==> src/crvu_pkg.sv <==
// ----------------------------------------------------------------------------
// crvu_pkg
// Shared types, constants and checksum functions for the configuration
// record validate and update block.
// ----------------------------------------------------------------------------
package crvu_pkg;

	// Item command codes
	typedef enum logic {
		CMD_BYTE   = 1'b0,
		CMD_FINISH = 1'b1
	} cmd_t;

	// Configuration register indexes
	localparam int CFG_IDX_W = 3;
	localparam int CFG_DATA_W = 32;
	localparam logic [CFG_IDX_W-1:0] REG_VERSION = 3'd0;
	localparam logic [CFG_IDX_W-1:0] REG_HASH    = 3'd1;
	localparam logic [CFG_IDX_W-1:0] REG_COUNT   = 3'd2;
	localparam logic [CFG_IDX_W-1:0] REG_PAD     = 3'd3;
	localparam logic [CFG_IDX_W-1:0] REG_CRC     = 3'd4;

	// Checksum constants
	localparam logic [7:0]  CRC8_INIT    = 8'hFF;
	localparam logic [7:0]  CRC8_POLY    = 8'h07;
	localparam logic [31:0] CRC32_INIT   = 32'hFFFF_FFFF;
	localparam logic [31:0] CRC32_POLY   = 32'hEDB8_8320;

	// Record version codes
	localparam logic [7:0] VERSION_BLANK = 8'hFF;
	localparam logic [7:0] VERSION_ONE   = 8'd1;
	localparam logic [7:0] VERSION_TWO   = 8'd2;

	// Queue depths between front and back, and at the result side
	localparam int MQ_DEPTH = 4;
	localparam int MQ_PTR_W = $clog2(MQ_DEPTH);
	localparam int MQ_CNT_W = MQ_PTR_W + 1;
	localparam int OQ_DEPTH = 4;
	localparam int OQ_PTR_W = $clog2(OQ_DEPTH);
	localparam int OQ_CNT_W = OQ_PTR_W + 1;

	// Finished table handed from front to back
	typedef struct packed {
		logic [7:0] hash;
		logic [7:0] count;
	} job_t;

	// Resulting record and its status
	typedef struct packed {
		logic [7:0] version;
		logic [7:0] hash;
		logic [7:0] count;
		logic [7:0] pad;
		logic       write_needed;
		logic       was_valid;
	} record_t;

	// Record as queued for the result side
	typedef struct packed {
		record_t     rec;
		logic [31:0] crc;
	} result_t;

	// CRC-8, poly 0x07, MSB first, one byte
	function automatic logic [7:0] crc8_byte(input logic [7:0] crc, input logic [7:0] data);
		logic [7:0] c;
		c = crc ^ data;
		for (int i = 0; i < 8; i++) begin
			if (c[7]) begin
				c = {c[6:0], 1'b0} ^ CRC8_POLY;
			end else begin
				c = {c[6:0], 1'b0};
			end
		end
		return c;
	endfunction

	// Reflected CRC-32 over four bytes, b0 first
	function automatic logic [31:0] crc32_four(input logic [7:0] b0, input logic [7:0] b1,
			input logic [7:0] b2, input logic [7:0] b3);
		logic [31:0] c;
		logic [31:0] data;
		c = CRC32_INIT;
		data = {b3, b2, b1, b0};
		for (int i = 0; i < 4; i++) begin
			c = c ^ {24'd0, data[8*i +: 8]};
			for (int j = 0; j < 8; j++) begin
				if (c[0]) begin
					c = {1'b0, c[31:1]} ^ CRC32_POLY;
				end else begin
					c = {1'b0, c[31:1]};
				end
			end
		end
		return ~c;
	endfunction

endpackage

==> src/crvu_front.sv <==
// ----------------------------------------------------------------------------
// crvu_front
// Accepts items, folds table bytes into the running CRC-8 and queues each
// finished table (hash and count) for the back end.
// ----------------------------------------------------------------------------
module crvu_front import crvu_pkg::*; (
	input  logic       clk,
	input  logic       arst_n,
	input  logic       push,
	output logic       full,
	input  logic       cmd,
	input  logic [7:0] table_byte,
	input  logic [7:0] sensor_count,
	output job_t       job,
	output logic       job_valid,
	input  logic       job_pop
);

	logic [7:0]          crc8_q;
	job_t                mq_mem_q [MQ_DEPTH];
	logic [MQ_PTR_W-1:0] mq_wr_q;
	logic [MQ_PTR_W-1:0] mq_rd_q;
	logic [MQ_CNT_W-1:0] mq_cnt_q;
	logic                take;
	logic                take_finish;
	logic                take_byte;
	logic                give;

	// Classify the accepted item
	assign full        = (mq_cnt_q == MQ_CNT_W'(MQ_DEPTH));
	assign take        = push && !full;
	assign take_finish = take && (cmd == CMD_FINISH);
	assign take_byte   = take && (cmd == CMD_BYTE);
	assign give        = job_pop && job_valid;

	// Advance the running CRC-8; restart it on finish
	always_ff @(posedge clk or negedge arst_n) begin
		if (!arst_n) begin
			crc8_q <= CRC8_INIT;
		end else if (take_finish) begin
			crc8_q <= CRC8_INIT;
		end else if (take_byte) begin
			crc8_q <= crc8_byte(crc8_q, table_byte);
		end
	end

	// Store finished tables
	always_ff @(posedge clk) begin
		if (take_finish) begin
			mq_mem_q[mq_wr_q] <= '{hash: crc8_q ^ sensor_count, count: sensor_count};
		end
	end

	// Queue pointers and fill count
	always_ff @(posedge clk or negedge arst_n) begin
		if (!arst_n) begin
			mq_wr_q  <= '0;
			mq_rd_q  <= '0;
			mq_cnt_q <= '0;
		end else begin
			if (take_finish) begin
				mq_wr_q <= mq_wr_q + MQ_PTR_W'(1);
			end
			if (give) begin
				mq_rd_q <= mq_rd_q + MQ_PTR_W'(1);
			end
			if (take_finish && !give) begin
				mq_cnt_q <= mq_cnt_q + MQ_CNT_W'(1);
			end else if (give && !take_finish) begin
				mq_cnt_q <= mq_cnt_q - MQ_CNT_W'(1);
			end
		end
	end

	assign job_valid = (mq_cnt_q != '0);
	assign job       = mq_mem_q[mq_rd_q];

`ifndef SYNTH
	a_mq_bound: assert property (@(posedge clk) disable iff (!arst_n)
		mq_cnt_q <= MQ_CNT_W'(MQ_DEPTH))
		else $error("mid queue overfilled");
	a_finish_queued: assert property (@(posedge clk) disable iff (!arst_n)
		take_finish |=> mq_cnt_q != '0)
		else $error("finished table not queued");
	a_crc_restart: assert property (@(posedge clk) disable iff (!arst_n)
		take_finish |=> crc8_q == CRC8_INIT)
		else $error("running CRC not restarted on finish");
`endif

endmodule

==> src/crvu_back.sv <==
// ----------------------------------------------------------------------------
// crvu_back
// Holds the stored record, checks it against its CRC-32, decides the new
// record for each finished table and queues the result with its CRC-32.
// ----------------------------------------------------------------------------
module crvu_back import crvu_pkg::*; (
	input  logic                 clk,
	input  logic                 arst_n,
	input  logic                 cfg_wr_en,
	input  logic [CFG_IDX_W-1:0] cfg_idx,
	input  logic [CFG_DATA_W-1:0] cfg_wdata,
	input  job_t                 job,
	input  logic                 job_valid,
	output logic                 job_pop,
	output logic                 empty,
	input  logic                 pop,
	output result_t              result
);

	logic [7:0]          st_version_q;
	logic [7:0]          st_hash_q;
	logic [7:0]          st_count_q;
	logic [7:0]          st_pad_q;
	logic [31:0]         st_crc_q;
	logic [31:0]         st_crc_calc;
	logic                st_valid;
	logic                changed;
	record_t             rec_next;
	record_t             rec_s1;
	logic                valid_s1;
	result_t             oq_mem_q [OQ_DEPTH];
	logic [OQ_PTR_W-1:0] oq_wr_q;
	logic [OQ_PTR_W-1:0] oq_rd_q;
	logic [OQ_CNT_W-1:0] oq_cnt_q;
	logic [OQ_CNT_W:0]   slots_used;
	logic                oq_take;

	// Load the stored record registers
	always_ff @(posedge clk or negedge arst_n) begin
		if (!arst_n) begin
			st_version_q <= VERSION_BLANK;
			st_hash_q    <= 8'hFF;
			st_count_q   <= 8'hFF;
			st_pad_q     <= 8'hFF;
			st_crc_q     <= CRC32_INIT;
		end else if (cfg_wr_en) begin
			case (cfg_idx)
				REG_VERSION: st_version_q <= cfg_wdata[7:0];
				REG_HASH:    st_hash_q    <= cfg_wdata[7:0];
				REG_COUNT:   st_count_q   <= cfg_wdata[7:0];
				REG_PAD:     st_pad_q     <= cfg_wdata[7:0];
				REG_CRC:     st_crc_q     <= cfg_wdata;
				default: ;
			endcase
		end
	end

	// Take a job only when the result queue has a slot for it
	assign slots_used = {1'b0, oq_cnt_q} + (OQ_CNT_W+1)'(valid_s1);
	assign job_pop    = job_valid && (slots_used < (OQ_CNT_W+1)'(OQ_DEPTH));

	// Check the stored record and decide the new one
	always_comb begin
		st_crc_calc = crc32_four(st_version_q, st_hash_q, st_count_q, st_pad_q);
		st_valid    = (st_version_q != VERSION_BLANK) && (st_crc_calc == st_crc_q);
		changed     = (st_hash_q != job.hash) || (st_count_q != job.count);
		rec_next.pad       = st_pad_q;
		rec_next.was_valid = st_valid;
		if (!st_valid) begin
			rec_next.version      = VERSION_ONE;
			rec_next.hash         = job.hash;
			rec_next.count        = job.count;
			rec_next.write_needed = 1'b1;
		end else if (changed) begin
			rec_next.version      = (st_version_q == VERSION_ONE) ? VERSION_TWO : VERSION_ONE;
			rec_next.hash         = job.hash;
			rec_next.count        = job.count;
			rec_next.write_needed = 1'b1;
		end else begin
			rec_next.version      = st_version_q;
			rec_next.hash         = st_hash_q;
			rec_next.count        = st_count_q;
			rec_next.write_needed = 1'b0;
		end
	end

	// Decision stage
	always_ff @(posedge clk or negedge arst_n) begin
		if (!arst_n) begin
			valid_s1 <= 1'b0;
		end else begin
			valid_s1 <= job_pop;
		end
	end

	always_ff @(posedge clk) begin
		if (job_pop) begin
			rec_s1 <= rec_next;
		end
	end

	// Seal the record with its CRC-32 into the result queue
	assign oq_take = valid_s1;

	always_ff @(posedge clk) begin
		if (oq_take) begin
			oq_mem_q[oq_wr_q] <= '{rec: rec_s1,
				crc: crc32_four(rec_s1.version, rec_s1.hash, rec_s1.count, rec_s1.pad)};
		end
	end

	assign empty  = (oq_cnt_q == '0);
	assign result = oq_mem_q[oq_rd_q];

	// Result queue pointers and fill count
	always_ff @(posedge clk or negedge arst_n) begin
		if (!arst_n) begin
			oq_wr_q  <= '0;
			oq_rd_q  <= '0;
			oq_cnt_q <= '0;
		end else begin
			if (oq_take) begin
				oq_wr_q <= oq_wr_q + OQ_PTR_W'(1);
			end
			if (pop && !empty) begin
				oq_rd_q <= oq_rd_q + OQ_PTR_W'(1);
			end
			if (oq_take && !(pop && !empty)) begin
				oq_cnt_q <= oq_cnt_q + OQ_CNT_W'(1);
			end else if ((pop && !empty) && !oq_take) begin
				oq_cnt_q <= oq_cnt_q - OQ_CNT_W'(1);
			end
		end
	end

`ifndef SYNTH
	a_oq_credit: assert property (@(posedge clk) disable iff (!arst_n)
		slots_used <= (OQ_CNT_W+1)'(OQ_DEPTH))
		else $error("result queue overcommitted");
	a_invalid_rewrites: assert property (@(posedge clk) disable iff (!arst_n)
		valid_s1 && !rec_s1.was_valid |-> rec_s1.write_needed && rec_s1.version == VERSION_ONE)
		else $error("invalid record not rebuilt as version one");
	a_keep_unchanged: assert property (@(posedge clk) disable iff (!arst_n)
		valid_s1 && !rec_s1.write_needed |-> rec_s1.was_valid)
		else $error("invalid record left unwritten");
	a_job_lands: assert property (@(posedge clk) disable iff (!arst_n)
		job_pop |=> valid_s1)
		else $error("popped job lost before decision stage");
`endif

endmodule

==> src/config_record_validate_update.sv <==
// ----------------------------------------------------------------------------
// config_record_validate_update
// Running CRC-8 over sensor table bytes; on finish, checks the stored record
// and emits the updated record with its CRC-32 and a rewrite flag.
// ----------------------------------------------------------------------------
// Throughput: one item per cycle while full is low, table bytes and finishes
// alike. A finish item passes through the mid queue, the decision stage and
// the result queue before it shows on the result ports.
// Reset: arst_n clears the running CRC-8 to 0xFF, the stored record
// registers to all ones and both queues to empty; no clearing pass.
module config_record_validate_update import crvu_pkg::*; (
	input  logic                  clk,
	input  logic                  arst_n,
	input  logic                  push,
	output logic                  full,
	input  logic                  cmd,
	input  logic [7:0]            table_byte,
	input  logic [7:0]            sensor_count,
	output logic                  empty,
	input  logic                  pop,
	output logic [7:0]            new_version,
	output logic [7:0]            new_hash,
	output logic [7:0]            new_count,
	output logic [7:0]            new_pad,
	output logic [31:0]           new_crc,
	output logic                  write_needed,
	output logic                  record_was_valid,
	input  logic                  cfg_wr_en,
	input  logic [CFG_IDX_W-1:0]  cfg_idx,
	input  logic [CFG_DATA_W-1:0] cfg_wdata
);

	job_t    job;
	logic    job_valid;
	logic    job_pop;
	result_t result;

	// Front: accept and classify items
	crvu_front u_front (
		.clk          (clk),
		.arst_n       (arst_n),
		.push         (push),
		.full         (full),
		.cmd          (cmd),
		.table_byte   (table_byte),
		.sensor_count (sensor_count),
		.job          (job),
		.job_valid    (job_valid),
		.job_pop      (job_pop)
	);

	// Back: evaluate the record and queue results
	crvu_back u_back (
		.clk       (clk),
		.arst_n    (arst_n),
		.cfg_wr_en (cfg_wr_en),
		.cfg_idx   (cfg_idx),
		.cfg_wdata (cfg_wdata),
		.job       (job),
		.job_valid (job_valid),
		.job_pop   (job_pop),
		.empty     (empty),
		.pop       (pop),
		.result    (result)
	);

	// Unpack the oldest result
	assign new_version      = result.rec.version;
	assign new_hash         = result.rec.hash;
	assign new_count        = result.rec.count;
	assign new_pad          = result.rec.pad;
	assign new_crc          = result.crc;
	assign write_needed     = result.rec.write_needed;
	assign record_was_valid = result.rec.was_valid;

endmodule

==> config.mk <==
export PLATFORM = sky130hd
export DESIGN_NAME = config_record_validate_update
export DESIGN_NICKNAME = d
export VERILOG_FILES = /design/src/crvu_pkg.sv /design/src/crvu_front.sv /design/src/crvu_back.sv /design/src/config_record_validate_update.sv
export SDC_FILE = /design/constraint.sdc
export NUM_CORES = 1
export LEC_CHECK = 0
export ABC_AREA = 0
export BUFFER_PORTS_ARGS = -buffer_cell sky130_fd_sc_hd__buf_2
export CORE_UTILIZATION = 50
export CTS_BUF_LIST = sky130_fd_sc_hd__clkbuf_16
export DETAILED_ROUTE_END_ITERATION = 8
export PLACE_DENSITY = 0.7
export SETUP_SLACK_MARGIN = 0.3
export SYNTH_ARGS = -nofsm -noshare
export SYNTH_HDL_FRONTEND = slang
export SYNTH_HIERARCHICAL = 1
export SYNTH_SLANG_ARGS = --single-unit
==> constraint.sdc <==
create_clock -name clk -period 4.6 [get_ports clk]
set_input_delay 0.69 -clock clk [delete_from_list [all_inputs] [get_ports clk]]
set_output_delay 0.69 -clock clk [all_outputs]
set_load 0.01 [all_outputs]
# [Word-level counts from Yosys, hierarchy flattened]
# Memories as Yosys holds them, arrays and structs flattened.
# Cells that the tools add are included.
[totals] ff_bits=121 latchBits=0 mem_bits_rw=328 mem_bits_ro=0 input_bits=57 out_inout_bits=68 word_cells=287 memories=2
[classes] n_addsub=9 multipliers=0 div_mod_pow=0 magnitude_cmp=1 eq_ne=10 shifts=0 n_mux=132 bitwise_logic=85 n_reduce_logical=29
[memory_table] name="u_back.oq_mem_q" depth=4 word_bits=66 read_ports=1 rd_ports_with_merged_regs=0 wr=1 line="crvu_back.sv:31" source="result_t oq_mem_q [OQ_DEPTH];"
[memory_table] name="u_front.mq_mem_q" depth=4 word_bits=16 read_ports=1 rd_ports_with_merged_regs=0 wr=1 line="crvu_front.sv:20" source="job_t mq_mem_q [MQ_DEPTH];"
[ops] cell="$mux W32" n=96
[ops] cell="$not A13 Y14" n=64
[ops] cell="$xor A32 B8 Y32" n=6
[ops] cell="$mux W8" n=16
[ops] cell="$not A32 Y32" n=2
[ops] cell="$not A8 Y32" n=2
[ops] cell="$mux W3" n=12
[ops] cell="$eq A32 B32 Y1" n=1
[ops] cell="$mux W24" n=1
[ops] cell="$not A3 Y3" n=8
[ops] cell="$mux W16" n=1
[ops] cell="$ne A8 B8 Y1" n=2
[ops] cell="$xor A8 B8 Y8" n=2
[ops] cell="$logic_and A1 B1 Y1" n=11
[ops] cell="$reduce_and A2 Y1" n=5
[ops] cell="$add A2 B1 Y2 const B" n=4
[ops] cell="$eq A8 B1 Y1 const B" n=1
[ops] cell="$ne A8 B8 Y1 const B" n=1
[ops] cell="$add A3 B1 Y3 const B" n=2
[ops] cell="$eq A3 B2 Y1 const B" n=2
[ops] cell="$eq A3 B3 Y1 const B" n=2
[ops] cell="$logic_not A1 Y1" n=6
[ops] cell="$logic_not A3 Y1" n=2
[ops] cell="$reduce_bool A2 Y1" n=3
[ops] cell="other kinds (9)" n=14

# [Logic depth before layout (Yosys ltp)]
# Gate-level depths: netlist (run 1).
[logic_depth] depth_word=101 mapped_depth=13 mapped_depth_nobuf=12

# [Modules after synthesis]
# The synthesis (run 1) kept the hierarchy.
[by_module_without_submodules] module="crvu_back" instances=1 cells_per_inst=1190 area_each_um2=19494.9 seq_area_each_um2=10830.4
[by_module_without_submodules] module="crvu_front" instances=1 cells_per_inst=182 area_each_um2=3405.8 seq_area_each_um2=2307.2

# [Least setup slack after synthesis (run 1)]
# Ideal clock, no wire load.
[synth_timing] kind="reg2reg" start="register u_front.mq_cnt_q[0]" end="register u_front.mq_cnt_q[1]" setup_ns=0.125 t_arrival_ns=4.887 required_ns=4.475 slack_ns=-0.412 stages_incl_launch_ff=9 n_path_buf=0 synth_period_minus_slack_ns=5.012 path_cell_list="dfrtp_1 or3_1 inv_1 a311oi_1 nand2_1 ha_1 inv_1 fa_1 mux2_2"
[synth_via] elab_cells_between_ends=16 classes_between="add/sub (2); eq/ne (1); mux (2); reduce/logical (11)"
[synth_lines] element="start, declared" line="crvu_front.sv:23" source="logic [MQ_CNT_W-1:0] mq_cnt_q;"
[synth_lines] element="start signal, assigned" line="crvu_front.sv:68" source="mq_cnt_q <= mq_cnt_q + MQ_CNT_W'(1);"
[synth_lines] element="start signal, assigned" line="crvu_front.sv:70" source="mq_cnt_q <= mq_cnt_q - MQ_CNT_W'(1);"
[synth_lines] element="$reduce_bool A3 Y1 *" line="crvu_front.sv:75" source="assign job_valid = (mq_cnt_q != '0);"
[synth_lines] element="via job_valid" line="config_record_validate_update.sv:34" source="logic job_valid;"
[synth_lines] element="$logic_and A1 B1 Y1 *" line="crvu_back.sv:60" source="assign job_pop = job_valid && (slots_used < (OQ_CNT_W+1)'(OQ_DEPTH));"
[synth_lines] element="via job_pop" line="config_record_validate_update.sv:35" source="logic job_pop;"
[synth_lines] element="$logic_and A1 B1 Y1 *" line="crvu_front.sv:34" source="assign give = job_pop && job_valid;"
[synth_lines] element="$logic_not A1 Y1" line="crvu_front.sv:67" source="if (take_finish && !give) begin"
[synth_lines] element="$logic_and A1 B1 Y1" line="crvu_front.sv:67"
[synth_lines] element="$mux W3 or $reduce_bool A2 Y1 (tied branches)"
# Mark *: on every way through the listed nets, which the timed path passes. The rest lies on a longest branch. The select of a mux whose other input is x is not followed.
# A chain may end at the register's enable or synchronous reset.

# [Final worst setup path (run 1)]
[layout_timing] start="register u_back.st_version_q[1]" end="register u_back/rec_s1[1] in the netlist's numbering (data pin)"
[layout_via] elab_chain_len=52 elab_cells_between_ends=70 classes_between="eq/ne (2); mux (32); bitwise (35); reduce/logical (1)"
[layout_lines] element="start, declared" line="crvu_back.sv:20" source="logic [7:0] st_version_q;"
[layout_lines] element="start signal, assigned" line="crvu_back.sv:48" source="REG_VERSION: st_version_q <= cfg_wdata[7:0];"
[layout_lines] element="$not A8 Y32 (no line)"
[layout_lines] element="$mux W32 (2 in series)" line="crvu_pkg.sv:88" source="if (c[0]) begin"
[layout_lines] element="$not A13 Y14 (no line)"
[layout_lines] element="$mux W32" line="crvu_pkg.sv:88"
[layout_lines] element="$not A13 Y14 (no line)"
[layout_lines] element="$mux W32 (2 in series)" line="crvu_pkg.sv:88"
[layout_lines] element="$not A13 Y14 (no line)"
[layout_lines] element="$mux W32" line="crvu_pkg.sv:88"
[layout_lines] element="(+28 left out)"
[layout_lines] element="$xor A32 B8 Y32" line="crvu_pkg.sv:86" source="c = c ^ {24'd0, data[8*i +: 8]};"
[layout_lines] element="$not A13 Y14 (no line)"
[layout_lines] element="$mux W32 (3 in series)" line="crvu_pkg.sv:88"
[layout_lines] element="$not A13 Y14 (no line)"
[layout_lines] element="$mux W32 (5 in series)" line="crvu_pkg.sv:88"
[layout_lines] element="$not A32 Y32" line="crvu_pkg.sv:95" source="return ~c;"
[layout_lines] element="$eq A32 B32 Y1" line="crvu_back.sv:65" source="st_valid = (st_version_q != VERSION_BLANK) && (st_crc_calc == st_crc_q);"
[layout_lines] element="$logic_and A1 B1 Y1 *" line="crvu_back.sv:65"
[layout_lines] element="end signal, assigned" line="crvu_back.sv:98" source="rec_s1 <= rec_next;"
[layout_lines] element="end, declared" line="crvu_back.sv:29" source="record_t rec_s1;"
# Every way passes the cells marked *; elsewhere a longest branch is shown, timed or not.

==> results.txt, run 1 <==
The run finished with clean final reports. STA classifies the critical path startpoint as a register. Once detail routing completed, the nets flagged for antenna violations numbered 0. The total number of vias came out at 11,600. The number of antenna violations at the first check in global routing is 0.

Clock-pin slew was measured on the worst setup and hold paths at around 0.06 ns. The number of antenna repair diodes came out at 0. Of the post-synthesis cell area, the part taken by muxes is a little under an eighth.

The number of core rows is slightly below 80. TritonCTS built the clock tree. The number of buffer cells added on primary ports is 124.

Detailed placement ended at an HPWL of between 30,000 and 40,000 um. The share of flip-flops with an asynchronous set or reset came out at around a fifth. After synthesis the netlist holds a flip-flop and latch count of between 400 and 500.

The synthesized-area fraction occupied by and/or/nand/nor cells is 2.38%. The number of cells produced by synthesis came out at between 1,000 and 1,500. The arrival time reported for the critical path endpoint is 4.50 ns. The fmax is 240 MHz.

The mean post-synth cell area came out at 16.7 sq um. The number of max-slew violations in the final report is 0. Buffers inserted to repair hold after CTS numbered 0. The final-report hold violation count is 0.

The number of H-tree levels is 2. The clock sink count came out at about 450. The xor and xnor fraction of the mapped netlist area is about a quarter. Counting I/O delays and the setup requirement, the final critical path takes around 4.2 ns. The total die area came out at 46,700 sq um.

Setup repair after global routing could not meet its margin everywhere. The initial standard-cell utilization of the core is roughly half. Traced cell by cell, the critical path runs through inv_1, ha_4, xnor3_1, xor3_2, buf_4, xnor2_1, buf_4, xor2_1, xnor2_2, xnor2_1, or3_1, a2111oi_4, buf_4, nand3_1. At the end of routability-driven placement, the weighted congestion stood at approximately 0.89. The worst setup path is captured at a register. Sequential elements use a little under three fifths of the synthesized area. The setup skew after layout is 0.0140 ns. The remaining max-slew budget at the tightest pin came out at a little over 30%.

The min-delay analysis places its worst path in the category primary input to async pin. The area of all placed cells without fillers is 26,700 sq um. The filler cells instantiated in the layout total 3,518. In this run the horizontal extent of the chip is 216 um.

The number of buffer and inverter stages on the critical path came out at 4. The number of max-cap violations is 0. The most used flip-flop cell after synthesis is sky130_fd_sc_hd__edfxtp_1. The number of distinct standard cells referenced by the synthesized netlist came out at 52. In this run the cell area measured after placement is approximately 25,000 sq um. The number of buffers on the longest clock path came out at 3. The signed area change from the synthesized netlist to the final layout is 16.6%. The slew at the pin closest to its max-slew limit came out at between 1 and 1.5 ns. The detailed-router iteration count before antenna repair is 4. The number of warnings issued by yosys is 6. The final clock period utilization by the worst path is 90.7%.

The final setup violation count is 0. The area fraction in compound gates after synthesis is less than 1%. The I/O pin total is 125. The data required time at the worst endpoint came out at slightly below 5 ns. The most prevalent standard cell on the critical path is sky130_fd_sc_hd__buf_4. The maximum fanout count along the critical path came out at 5. The largest family of logic cells by synthesized area is XOR/XNOR gates. The cell sitting at the root of the clock tree is a sky130_fd_sc_hd__clkbuf_16. The pin count of the biggest net entering global routing came out at 67.

The net count reported at finish came out at around 1,700. On the critical path the largest part of the delay comes from XOR/XNOR gates. The number of global-route vias before repair is between 10,000 and 15,000. Of the cells placed in the final design, the portion with a size suffix greater than 1 is around 37%.

The first global-routing pass estimated about 74,000 um of wire. The largest individual stage delay along the critical path comes from the cell sky130_fd_sc_hd__dfstp_2. The mean number of vias per cell is between 5 and 6. The final global-route overflow total came out at 0.

The critical path start-end classification is register to register. The adder-cell share of the synthesized area is 1.05%. The number of nets in the synthesized netlist came out at about 1,400. In this run, synthesis inferred roughly 360 flip-flops with an integrated enable. The average wire per standard cell is around 22 um. The clock reaches the later pin of the worst-skew pair after approximately 0.6 ns. The netlist area before placement came out at about 23,000 sq um.

The remaining routing DRC violations is 0. The number of clock buffers inserted by TritonCTS came out at 46. The count of routing violations after the opening detailed-route iteration came out at 702.

The setup total negative slack came out at 0 ns. The total track usage is about a fifth. Wires add up to around 48,000 um. The area of the core region is around 45,000 sq um. The delay of the slowest critical-path stage came out at about 0.53 ns. The height of the chip came out at between 200 and 250 um.
-- flip-flops by register name (all words and copies together) (netlist names), 3 cells and up --
register and count:
u_back/oq_cnt_q 3, u_back/rec_s1 34, u_back/st_pad_q 8, u_back/st_count_q 8, u_back/st_hash_q 8, u_back/oq_mem_q 264, u_front/mq_mem_q 64, u_front/crc8_q 8
u_back/st_crc_q 32, u_front/mq_cnt_q 3, u_back/st_version_q 8
-- cell families (layout without fill, tap and decap cells) --
logic type,Yosys count,count (layout)
xor+xnor,559,559
buf+inv,80,321
compound gates,24,24
simple gates,92,92
mux,150,150
fa+ha+maj,18,18
flops,449,449
-- layout by cell type, fill, tap and decap left out, drive strengths merged, types with 17 or more instances in the layout --
cell type,instances
mux4,82
xnor2,375
dfstp,72
xor3,17
mux2,62
xnor3,35
clkbuf,47
inv,24
buf,225
edfxtp,362
xor2,132
-- through the flow --
step                hold slack, ns  std cells  setup WS (ns)  utilization, %
floorplan                    0.394       1372          0.330               -
global placement             0.466       2101          0.133            54.4
detailed placement           0.491       2101       -0.00115            54.4
CTS                          0.232       2197          0.303            58.3
global route                 0.293       2213          0.279            59.0
finish                       0.244       2213          0.430            59.0
-- layer usage --
metal  GRT usage [%]  up-vias  part of all wire, %
met5               0        -                    0
met4            5.68        0                  1.8
met3            3.10       54                  3.8
met2            36.0      220                   51
met1            28.3     5946                   43
li1                -     5379                    -
-- final cells by class --
| type | count | area [sq um] | share of cell area [%] |
|---|---|---|---|
| multi-input cells | 843 | 9790 | 36.6 |
| clock inverters | 36 | 394 | 1.48 |
| repair buffers | 225 | 1400 | 5.26 |
| clock buffers | 47 | 1180 | 4.40 |
| inverters | 13 | 48.8 | 0.183 |
| well taps | 600 | 751 | 2.81 |
| flip-flops and latches | 449 | 13100 | 49.2 |
-- synthesized netlist by cell type, types with 2 or more instances --
| cell | instances | area, sq um |
|---|---|---|
| sky130_fd_sc_hd__fa_1 | 2 | 40.0 |
| sky130_fd_sc_hd__xnor2_1 | 364 | 3190 |
| sky130_fd_sc_hd__mux4_2 | 82 | 1850 |
| sky130_fd_sc_hd__xnor3_1 | 29 | 653 |
| sky130_fd_sc_hd__and4_1 | 7 | 61.3 |
| sky130_fd_sc_hd__buf_1 | 8 | 30.0 |
| sky130_fd_sc_hd__a311oi_1 | 4 | 35.0 |
| sky130_fd_sc_hd__buf_4 | 6 | 45.0 |
| sky130_fd_sc_hd__dfstp_2 | 72 | 1890 |
| sky130_fd_sc_hd__nand2_1 | 13 | 48.8 |
| sky130_fd_sc_hd__edfxtp_1 | 362 | 10900 |
| sky130_fd_sc_hd__xor3_2 | 2 | 50.1 |
| sky130_fd_sc_hd__o211a_1 | 2 | 20.0 |
| sky130_fd_sc_hd__nand4b_1 | 2 | 17.5 |
| sky130_fd_sc_hd__nand4_1 | 7 | 43.8 |
| sky130_fd_sc_hd__mux2_2 | 62 | 698 |
| sky130_fd_sc_hd__xor2_4 | 2 | 55.1 |
| sky130_fd_sc_hd__and3_2 | 7 | 52.6 |
| sky130_fd_sc_hd__buf_2 | 13 | 65.1 |
| sky130_fd_sc_hd__and3_1 | 8 | 50.1 |
| sky130_fd_sc_hd__clkbuf_1 | 39 | 146 |
| sky130_fd_sc_hd__xnor2_2 | 11 | 179 |
| sky130_fd_sc_hd__xor3_4 | 2 | 55.1 |
| sky130_fd_sc_hd__or2_2 | 2 | 12.5 |
| sky130_fd_sc_hd__o21ai_0 | 8 | 40.0 |
| sky130_fd_sc_hd__mux2i_1 | 6 | 60.1 |
| sky130_fd_sc_hd__dfrtp_1 | 15 | 375 |
| sky130_fd_sc_hd__xor3_1 | 13 | 309 |
| sky130_fd_sc_hd__a211oi_1 | 2 | 15.0 |
| sky130_fd_sc_hd__xor2_1 | 121 | 1060 |
| sky130_fd_sc_hd__nor2_1 | 12 | 45.0 |
| sky130_fd_sc_hd__a21oi_1 | 5 | 25.0 |
| sky130_fd_sc_hd__nor3_1 | 7 | 35.0 |
| sky130_fd_sc_hd__ha_1 | 16 | 200 |
| sky130_fd_sc_hd__nand3_1 | 7 | 35.0 |
| sky130_fd_sc_hd__nor4_1 | 2 | 12.5 |
| sky130_fd_sc_hd__and2_1 | 5 | 31.3 |
| sky130_fd_sc_hd__nor2b_1 | 2 | 12.5 |
| sky130_fd_sc_hd__xor2_2 | 9 | 146 |
| sky130_fd_sc_hd__xnor3_2 | 5 | 119 |
| sky130_fd_sc_hd__or3_1 | 5 | 31.3 |
| sky130_fd_sc_hd__inv_1 | 13 | 48.8 |
| sky130_fd_sc_hd__nor4bb_1 | 2 | 20.0 |
-- repair_timing --
item / in CTS / in global routing
pin swaps: 9 / 15
resized for setup: 17 / 25
cloned: 0 / 1
buffers inserted: 13 / 15
setup endpoints to repair: 46 / 58
endpoints found under the hold margin: 0 / 0
-- path summary, 6_finish.rpt --
kind | from | end | slack, ns | depth (start not counted)
setup / recovery | u_back/st_version_q[1]$_DFFE_PN1P_ | u_back/rec_s1[1]$_SDFFCE_PN1P_ | 0.43 | 14
hold / removal | arst_n | u_front/mq_cnt_q[1]$_DFFE_PN0P_ | 0.24 | 1
setup reg to reg | u_back/st_version_q[1]$_DFFE_PN1P_ | u_back/rec_s1[1]$_SDFFCE_PN1P_ | 0.43 | 14
hold reg to reg | u_front/mq_cnt_q[2]$_DFFE_PN0P_ | u_front/mq_cnt_q[2]$_DFFE_PN0P_ | 0.50 | 1
max in group asynchronous | arst_n | u_back/st_count_q[5]$_DFFE_PN1P_ | 3.53 | 2
min in group clk | cfg_wdata[24] | u_back/st_crc_q[24]$_DFFE_PN1P_ | 0.33 | 2
Power of run 1 is not shown: default switching activity piles up to over one toggle a cycle in this logic, so the estimate is an artifact.
==> run 2: changes to the inputs <==
--- a/config.mk
+++ b/config.mk
@@ -7,10 +7,12 @@
 export LEC_CHECK = 0
 export ABC_AREA = 0
 export BUFFER_PORTS_ARGS = -buffer_cell sky130_fd_sc_hd__buf_2
-export CORE_UTILIZATION = 50
+export CELL_PAD_IN_SITES_DETAIL_PLACEMENT = 0
+export CELL_PAD_IN_SITES_GLOBAL_PLACEMENT = 1
+export CORE_UTILIZATION = 48
 export CTS_BUF_LIST = sky130_fd_sc_hd__clkbuf_16
 export DETAILED_ROUTE_END_ITERATION = 8
-export PLACE_DENSITY = 0.7
+export PLACE_DENSITY = 0.77
 export SETUP_SLACK_MARGIN = 0.3
 export SYNTH_ARGS = -nofsm -noshare
 export SYNTH_HDL_FRONTEND = slang
==> run 2 against run 1 <==
  * The run now ends with DRC left
  * Critical endpoint unchanged
  * Global-route usage decreased by 0.37 points
  * Wire length increased by 0.81%
  * Hold slack improved by 0.0062 ns
==> results.txt, run 2 (same netlist as run 1, synthesis figures left out) <==
The largest register by flop count is u_back/oq_mem_q. For the pin with the worst max-slew slack, the measured transition is slightly above 1 ns. The setup skew after layout came out at roughly 0.022 ns. Detailed placement ended at an HPWL of around 35,000 um.

The floorplan die width is about 220 um. For this run, the number of standard cells in the final layout without fillers is approximately 2,200. The setup total negative slack is 0 ns. The maximum fanout count along the critical path is 6. The fmax is about 240 MHz.

The initial standard-cell utilization of the core is between 40% and 50%. The net count reported at finish came out at ~1,700. The number of H-tree levels is 2.

The number of clock buffers inserted by TritonCTS is 47. The detailed-router iteration count before antenna repair came out at 8. In the final layout, the registers with the most flip-flops are u_back/oq_mem_q (264), u_front/mq_mem_q (64), u_back/rec_s1 (34). For the worst-skew pair, the clock arrives at the later sink with an insertion delay of 0.59 ns. The tightest hold path in the finished design has a slack of ~0.25 ns. The I/O pin total came out at ~130. The total die area came out at slightly below 50,000 sq um. The final clock period utilization by the worst path came out at approximately 90%. Clock-pin slew was measured on the worst setup and hold paths at approximately 0.060 ns.

The flow ran to the end, but the final reports show violations. Setup repair after global routing could not meet its margin everywhere. The library cells used most frequently in the layout, excluding fill and tap cells, are sky130_fd_sc_hd__edfxtp_1 (362), sky130_fd_sc_hd__xnor2_1 (340), sky130_fd_sc_hd__buf_2 (124). The number of buffer cells added on primary ports came out at roughly 120. After detailed routing, the number of remaining DRC violations is 6. The clock tree from TritonCTS is done.

The endpoint type of the worst setup path is a register. The critical path goes through inv_1, ha_4, xnor2_4, buf_4, xor3_2, xor2_4, xor2_2, xor2_1, or3_1, a2111oi_4, nand4_1, a2111oi_4, buf_4, nand3_1. The height of the chip is approximately 220 um. STA classifies the critical path startpoint as a register. The final-report hold violation count was 0. The first global-routing pass estimated around 74,000 um of wire. Compared with the post-synthesis result, the final layout area differs by 17.3%. The minimum setup slack among reg-to-reg paths is 0.44 ns. The cell depth of the worst flop-to-flop path is 14. The number of max-slew violations in the final report came to 0. The pin count of the biggest net entering global routing is 67.

The path category of the worst min-delay check is primary input to async pin. The end of the worst register-to-register path is u_back/rec_s1[1]$_SDFFCE_PN1P_. The number of flip-flops under the largest register name came out at approximately 260. Routability-driven placement finished with a final weighted congestion of 0.867. The shortest clock period the worst path allows after layout came out at 4.16 ns. The tree is rooted in a sky130_fd_sc_hd__clkbuf_16. The final reports fail on DRC. The final global-route overflow total is 0. The share of final-layout standard cells stronger than drive strength 1 is about 38%.

The worst setup path is of the register to register kind. The delay of the slowest critical-path stage is ~0.70 ns. The average wire per standard cell came out at 21.8 um. The critical path's slowest cell is sky130_fd_sc_hd__dfstp_4. The count of routing violations after the opening detailed-route iteration is 714. The final setup violation count came out at 0. The floorplan has slightly below 80 rows. Hold repair after CTS inserted 0 buffers. Across the run, the number of max-cap violations was 0. The arrival time reported for the critical path endpoint came out at between 4 and 5 ns.

The number of antenna violations at the first check in global routing is 0. The filler cells instantiated in the layout total between 3,000 and 4,000. The aggregate routed wire length is approximately 49,000 um. The total number of vias is ~12,000.

The number of placed cells counting well taps came out at between 2,000 and 2,500. The floorplan step defined a core boundary enclosing between 40,000 and 50,000 sq um. The number of buffers on the longest clock path came out at 3. Global routing consumed, over all layers together, about a fifth of the routing resources.

The startpoint identified for the worst register-to-register timing path is u_back/st_version_q[3]$_DFFE_PN1P_. The mean number of vias per cell came out at between 5 and 6. The number of routed nets with antenna violations is 0. Data on the critical path is required at its endpoint by a little under 5 ns. The remaining max-slew budget at the tightest pin is a little under a third. The clock sink count came out at 449. The leading cell type in the layout, fill and taps excluded is sky130_fd_sc_hd__edfxtp_1. 0 antenna diodes ended up in the layout. The number of global-route vias before repair is approximately 12,000.
==> run 2: cell count changes in the layout (fill, tap and decap cells not counted), sizes merged <==
cell,previous run,this run
buf,225,236
inv,24,26
bufinv,7,6
clkinv,16,17
==> run 2: worst max path at each step <==
stage / start / to / slack (ns) / cells past startpoint
final: u_back/st_version_q[3]$_DFFE_PN1P_ / u_back/rec_s1[1]$_SDFFCE_PN1P_ / 0.44 / 14
after global routing: u_back/st_version_q[1]$_DFFE_PN1P_ / u_back/rec_s1[26]$_SDFFCE_PN1P_ / 0.28 / 15
after CTS: u_back/st_version_q[3]$_DFFE_PN1P_ / u_back/rec_s1[1]$_SDFFCE_PN1P_ / 0.33 / 14
after detailed placement: u_back/st_version_q[1]$_DFFE_PN1P_ / u_back/rec_s1[1]$_SDFFCE_PN1P_ / 0.02 / 12
after global placement: u_back/st_version_q[1]$_DFFE_PN1P_ / u_back/rec_s1[1]$_SDFFCE_PN1P_ / 0.12 / 12
after floorplan: u_back/st_version_q[1]$_DFFE_PN1P_ / u_back/rec_s1[1]$_SDFFCE_PN1P_ / 0.33 / 13
==> run 2: stage by stage <==
step                      util, %  worst slack, ns  area [sq um]
after floorplan                 -            0.330         23000
after global placement       52.7            0.121         24700
after detailed placement     52.7           0.0179         24700
after CTS                    56.4            0.328         26400
after global routing         57.3            0.276         26900
final                        57.3            0.443         26900
==> run 2: cell type report <==
type	count	area [sq um]	share of cell area [%]
multi-input cells	843	9870	36.8
clock buffers	47	1180	4.38
clock inverters	38	347	1.29
repair buffers	236	1510	5.63
flip-flops and latches	449	13100	48.9
well taps	607	759	2.83
inverters	13	48.8	0.182
==> run 2: timing repair <==
action                                  4_1_cts  5_1_grt
resized for setup                            20       35
setup buffers                                12       24
endpoints found under the setup margin       14       38
pin swaps                                    13       15
gates cloned                                  0        1
==> run 2: metal layers <==
metal / up-vias / share of wire [%] / wire, um / track usage [%]
li1: 5398 / - / - / -
met3: 75 / 3.3 / 1620 / 3.04
met1: 5988 / 43 / 20700 / 27.6
met5: - / 0 / 0 / 0
met4: 0 / 2.6 / 1280 / 6.09
met2: 197 / 51 / 25000 / 35.3
==> run 2: critical path, delay by kind of cell (launching register included) <==
kind | cells | cell delay (ns)
XOR/XNOR | 5 | 1.15
flip-flops | 1 | 0.70
AO/OA/AOI/OAI | 2 | 0.62
AND/OR/NAND/NOR | 3 | 0.68
adder cells (fa/ha/maj) | 1 | 0.31
buffers and inverters | 3 | 0.44
Power of run 2 is left out for the same reason.
==> run 3: changes to the inputs <==
--- a/config.mk
+++ b/config.mk
@@ -9,10 +9,10 @@
 export BUFFER_PORTS_ARGS = -buffer_cell sky130_fd_sc_hd__buf_2
 export CELL_PAD_IN_SITES_DETAIL_PLACEMENT = 0
 export CELL_PAD_IN_SITES_GLOBAL_PLACEMENT = 1
-export CORE_UTILIZATION = 48
+export CORE_UTILIZATION = 30
 export CTS_BUF_LIST = sky130_fd_sc_hd__clkbuf_16
 export DETAILED_ROUTE_END_ITERATION = 8
-export PLACE_DENSITY = 0.77
+export PLACE_DENSITY = 0.52
 export SETUP_SLACK_MARGIN = 0.3
 export SYNTH_ARGS = -nofsm -noshare
 export SYNTH_HDL_FRONTEND = slang
==> run 3 against run 2 <==
  * The run now ends clean
  * Maximum frequency up 0.41%
  * Clock skew down 0.00067 ns
  * Non-clock buffer count down 2
  * Die area up 59%
  * Largest cell class unchanged
==> results.txt, run 3 (same netlist as run 1, synthesis figures left out) <==
The largest registers in the layout are u_back/oq_mem_q (264), u_front/mq_mem_q (64), u_back/rec_s1 (34). The sequential cells in the finished layout cover a total of between 10,000 and 15,000 sq um. The area used by multi-input combinational logic came out at 9890 sq um. The number of filler cells placed in the layout came out at 7,061. The area of all placed cells without fillers is 27,500 sq um. The number of max-slew violations in the final report came out at 0.

The aggregate routed wire length is ~57,000 um. In this run the number of H-tree levels came out at 2. The HPWL after detailed placement is 40,900 um. The worst slack at placement is -0.0217 ns. For the pin with the worst max-slew slack, the measured transition is around 1.1 ns. The signed area change from the synthesized netlist to the final layout is 20.3%. The setup check on the worst reg-to-reg path leaves a slack of about 0.46 ns. TritonCTS created 52 clock buffers. The final estimated routing congestion in global placement is roughly 0.8. The final clock period utilization by the worst path is between 80% and 90%. By startpoint and endpoint, the worst setup path is classified as register to register.

The number of max-cap violations is 0. The worst setup path is launched from a register. The share of final-layout standard cells stronger than drive strength 1 is around 38%. The data required time at the worst endpoint came out at a little under 5 ns. The number of core rows came out at 100. The remaining routing DRC violations came out at 0. The number of buffers on the longest clock path came out at 3. In the layout the commonest cells are sky130_fd_sc_hd__edfxtp_1 (362), sky130_fd_sc_hd__xnor2_1 (337), sky130_fd_sc_hd__buf_2 (123). The I/O pin total is 125. Global routing used between 10% and 20% of the available tracks across all layers. The total die area came out at 77,400 sq um. The final-report hold violation count came out at 0.

The endpoint type of the worst setup path is a register. The largest register by flop count is u_back/oq_mem_q. The clock net in this run drives a total of 449 sinks.

In the post-route analysis, the smallest setup slack over all paths is between 0.4 and 0.5 ns. The number of routed nets with antenna violations is 0. The library cell used as clock root buffer is sky130_fd_sc_hd__clkbuf_16. The number of global-route vias before repair came to 12,700. The number of buffer cells added on primary ports came out at 124. The clock latency at the later pin of the worst-skew pair is about 0.6 ns. The final setup violation count is 0. The number of buffers inserted for hold repair after clock tree synthesis is 0. The final route contains roughly 12,000 vias. The remaining max-slew budget at the tightest pin is 25.5%.

The number of antenna violations at the first check in global routing is 0. Setup repair after global routing could not meet its margin everywhere. For this run, the top clock speed supported by timing is 242 MHz. Clock-pin slew was measured on the worst setup and hold paths at 0.06 ns. The clock tree from TritonCTS is done. The hold-critical path depth came out at 2. The cell area reported after detailed placement is around 25,000 sq um.

The path class of the tightest hold or removal check is primary input to register. The number of flip-flops under the largest register name is approximately 260. The cell depth of the worst flop-to-flop path came out at 14.

The height of the chip is approximately 280 um. The arrival time reported for the critical path endpoint came out at between 4 and 5 ns. Global routing finished with a remaining overflow of 0. After detailed routing, the number of vias per cell comes to ~4.5.

The initial standard-cell utilization of the core is just over 30%. The worst hold margin came out at around 0.32 ns. The run finished with clean final reports. The pin count of the biggest net entering global routing is 55. The worst path needs 4.14 ns of the cycle, external delays included. For the final database, setup skew stands at 0.0211 ns.

The wire length of the first global-routing pass is around 85,000 um. The number of antenna repair diodes came out at 0. The net count reported at finish came out at 1,668. The detailed-router iteration count before antenna repair is 4. The floorplan die width is 278 um.

The count of routing violations after the opening detailed-route iteration came out at 598. The area of the core region came out at 74,900 sq um. The leading cell type in the layout, fill and taps excluded is sky130_fd_sc_hd__edfxtp_1. In the final routed layout, each cell accounts on average for between 20 and 25 um. The maximum fanout count along the critical path came out at 10.
run 3: layer usage:
layer	track usage (%)	vias up	wire length (um)	share of wire, %
met2	25.3	202	28100	50
met1	19.6	5936	25500	45
met4	3.53	0	1050	1.9
met3	2.29	69	2030	3.6
li1	-	5399	-	-
met5	0	-	0	0
run 3: worst paths after layout:
kind	startpoint	to
worst min-delay path	cfg_wdata[23]	u_back/st_crc_q[23]$_DFFE_PN1P_
min in group asynchronous	arst_n	u_back/st_crc_q[18]$_DFFE_PN1P_
max in group asynchronous	arst_n	u_back/oq_rd_q[0]$_DFFE_PN0P_
worst min register to register	u_front/mq_cnt_q[2]$_DFFE_PN0P_	u_front/mq_cnt_q[2]$_DFFE_PN0P_
worst max-delay path	u_back/st_version_q[1]$_DFFE_PN1P_	u_back/rec_s1[1]$_SDFFCE_PN1P_
worst max register to register	u_back/st_version_q[1]$_DFFE_PN1P_	u_back/rec_s1[1]$_SDFFCE_PN1P_
run 3: metrics by stage:
step	TNS (ns)	utilization [%]	instances
finish	0	36.7	2605
global route	0	36.7	2605
CTS	0	36.3	2592
detailed placement	-0.0867	33.6	2485
global placement	0	33.6	2485
floorplan	0	-	1372
run 3: layout make-up:
| cell class | count | share of cell area [%] |
|---|---|---|
| Tap cell | 969 | 4.40 |
| Timing Repair Buffer | 234 | 5.37 |
| Multi-Input combinational cell | 843 | 35.9 |
| Clock inverter | 44 | 1.59 |
| Inverter | 13 | 0.177 |
| Sequential cell | 449 | 47.7 |
| Clock buffer | 53 | 4.82 |
run 3: worst max-delay path: stages (launching register included):
cell and delay (ns):
sky130_fd_sc_hd__dfstp_2 0.56, sky130_fd_sc_hd__inv_1 0.08, sky130_fd_sc_hd__ha_4 0.26, sky130_fd_sc_hd__buf_4 0.16
sky130_fd_sc_hd__xnor2_1 0.25, sky130_fd_sc_hd__xnor2_2 0.19, sky130_fd_sc_hd__xnor3_1 0.27, sky130_fd_sc_hd__xnor2_1 0.29
sky130_fd_sc_hd__xor3_2 0.55, sky130_fd_sc_hd__xnor3_2 0.45, sky130_fd_sc_hd__xnor2_1 0.16, sky130_fd_sc_hd__nor4_2 0.23
sky130_fd_sc_hd__buf_4 0.19, sky130_fd_sc_hd__and3_1 0.16, sky130_fd_sc_hd__nand3_1 0.08
run 3: timing repair:
item | CTS | global route
pin swaps | 13 | 21
endpoints found under the setup margin | 58 | 46
buffers inserted | 10 | 13
gates resized for setup | 27 | 29
Power of run 3 is left out for the same reason.
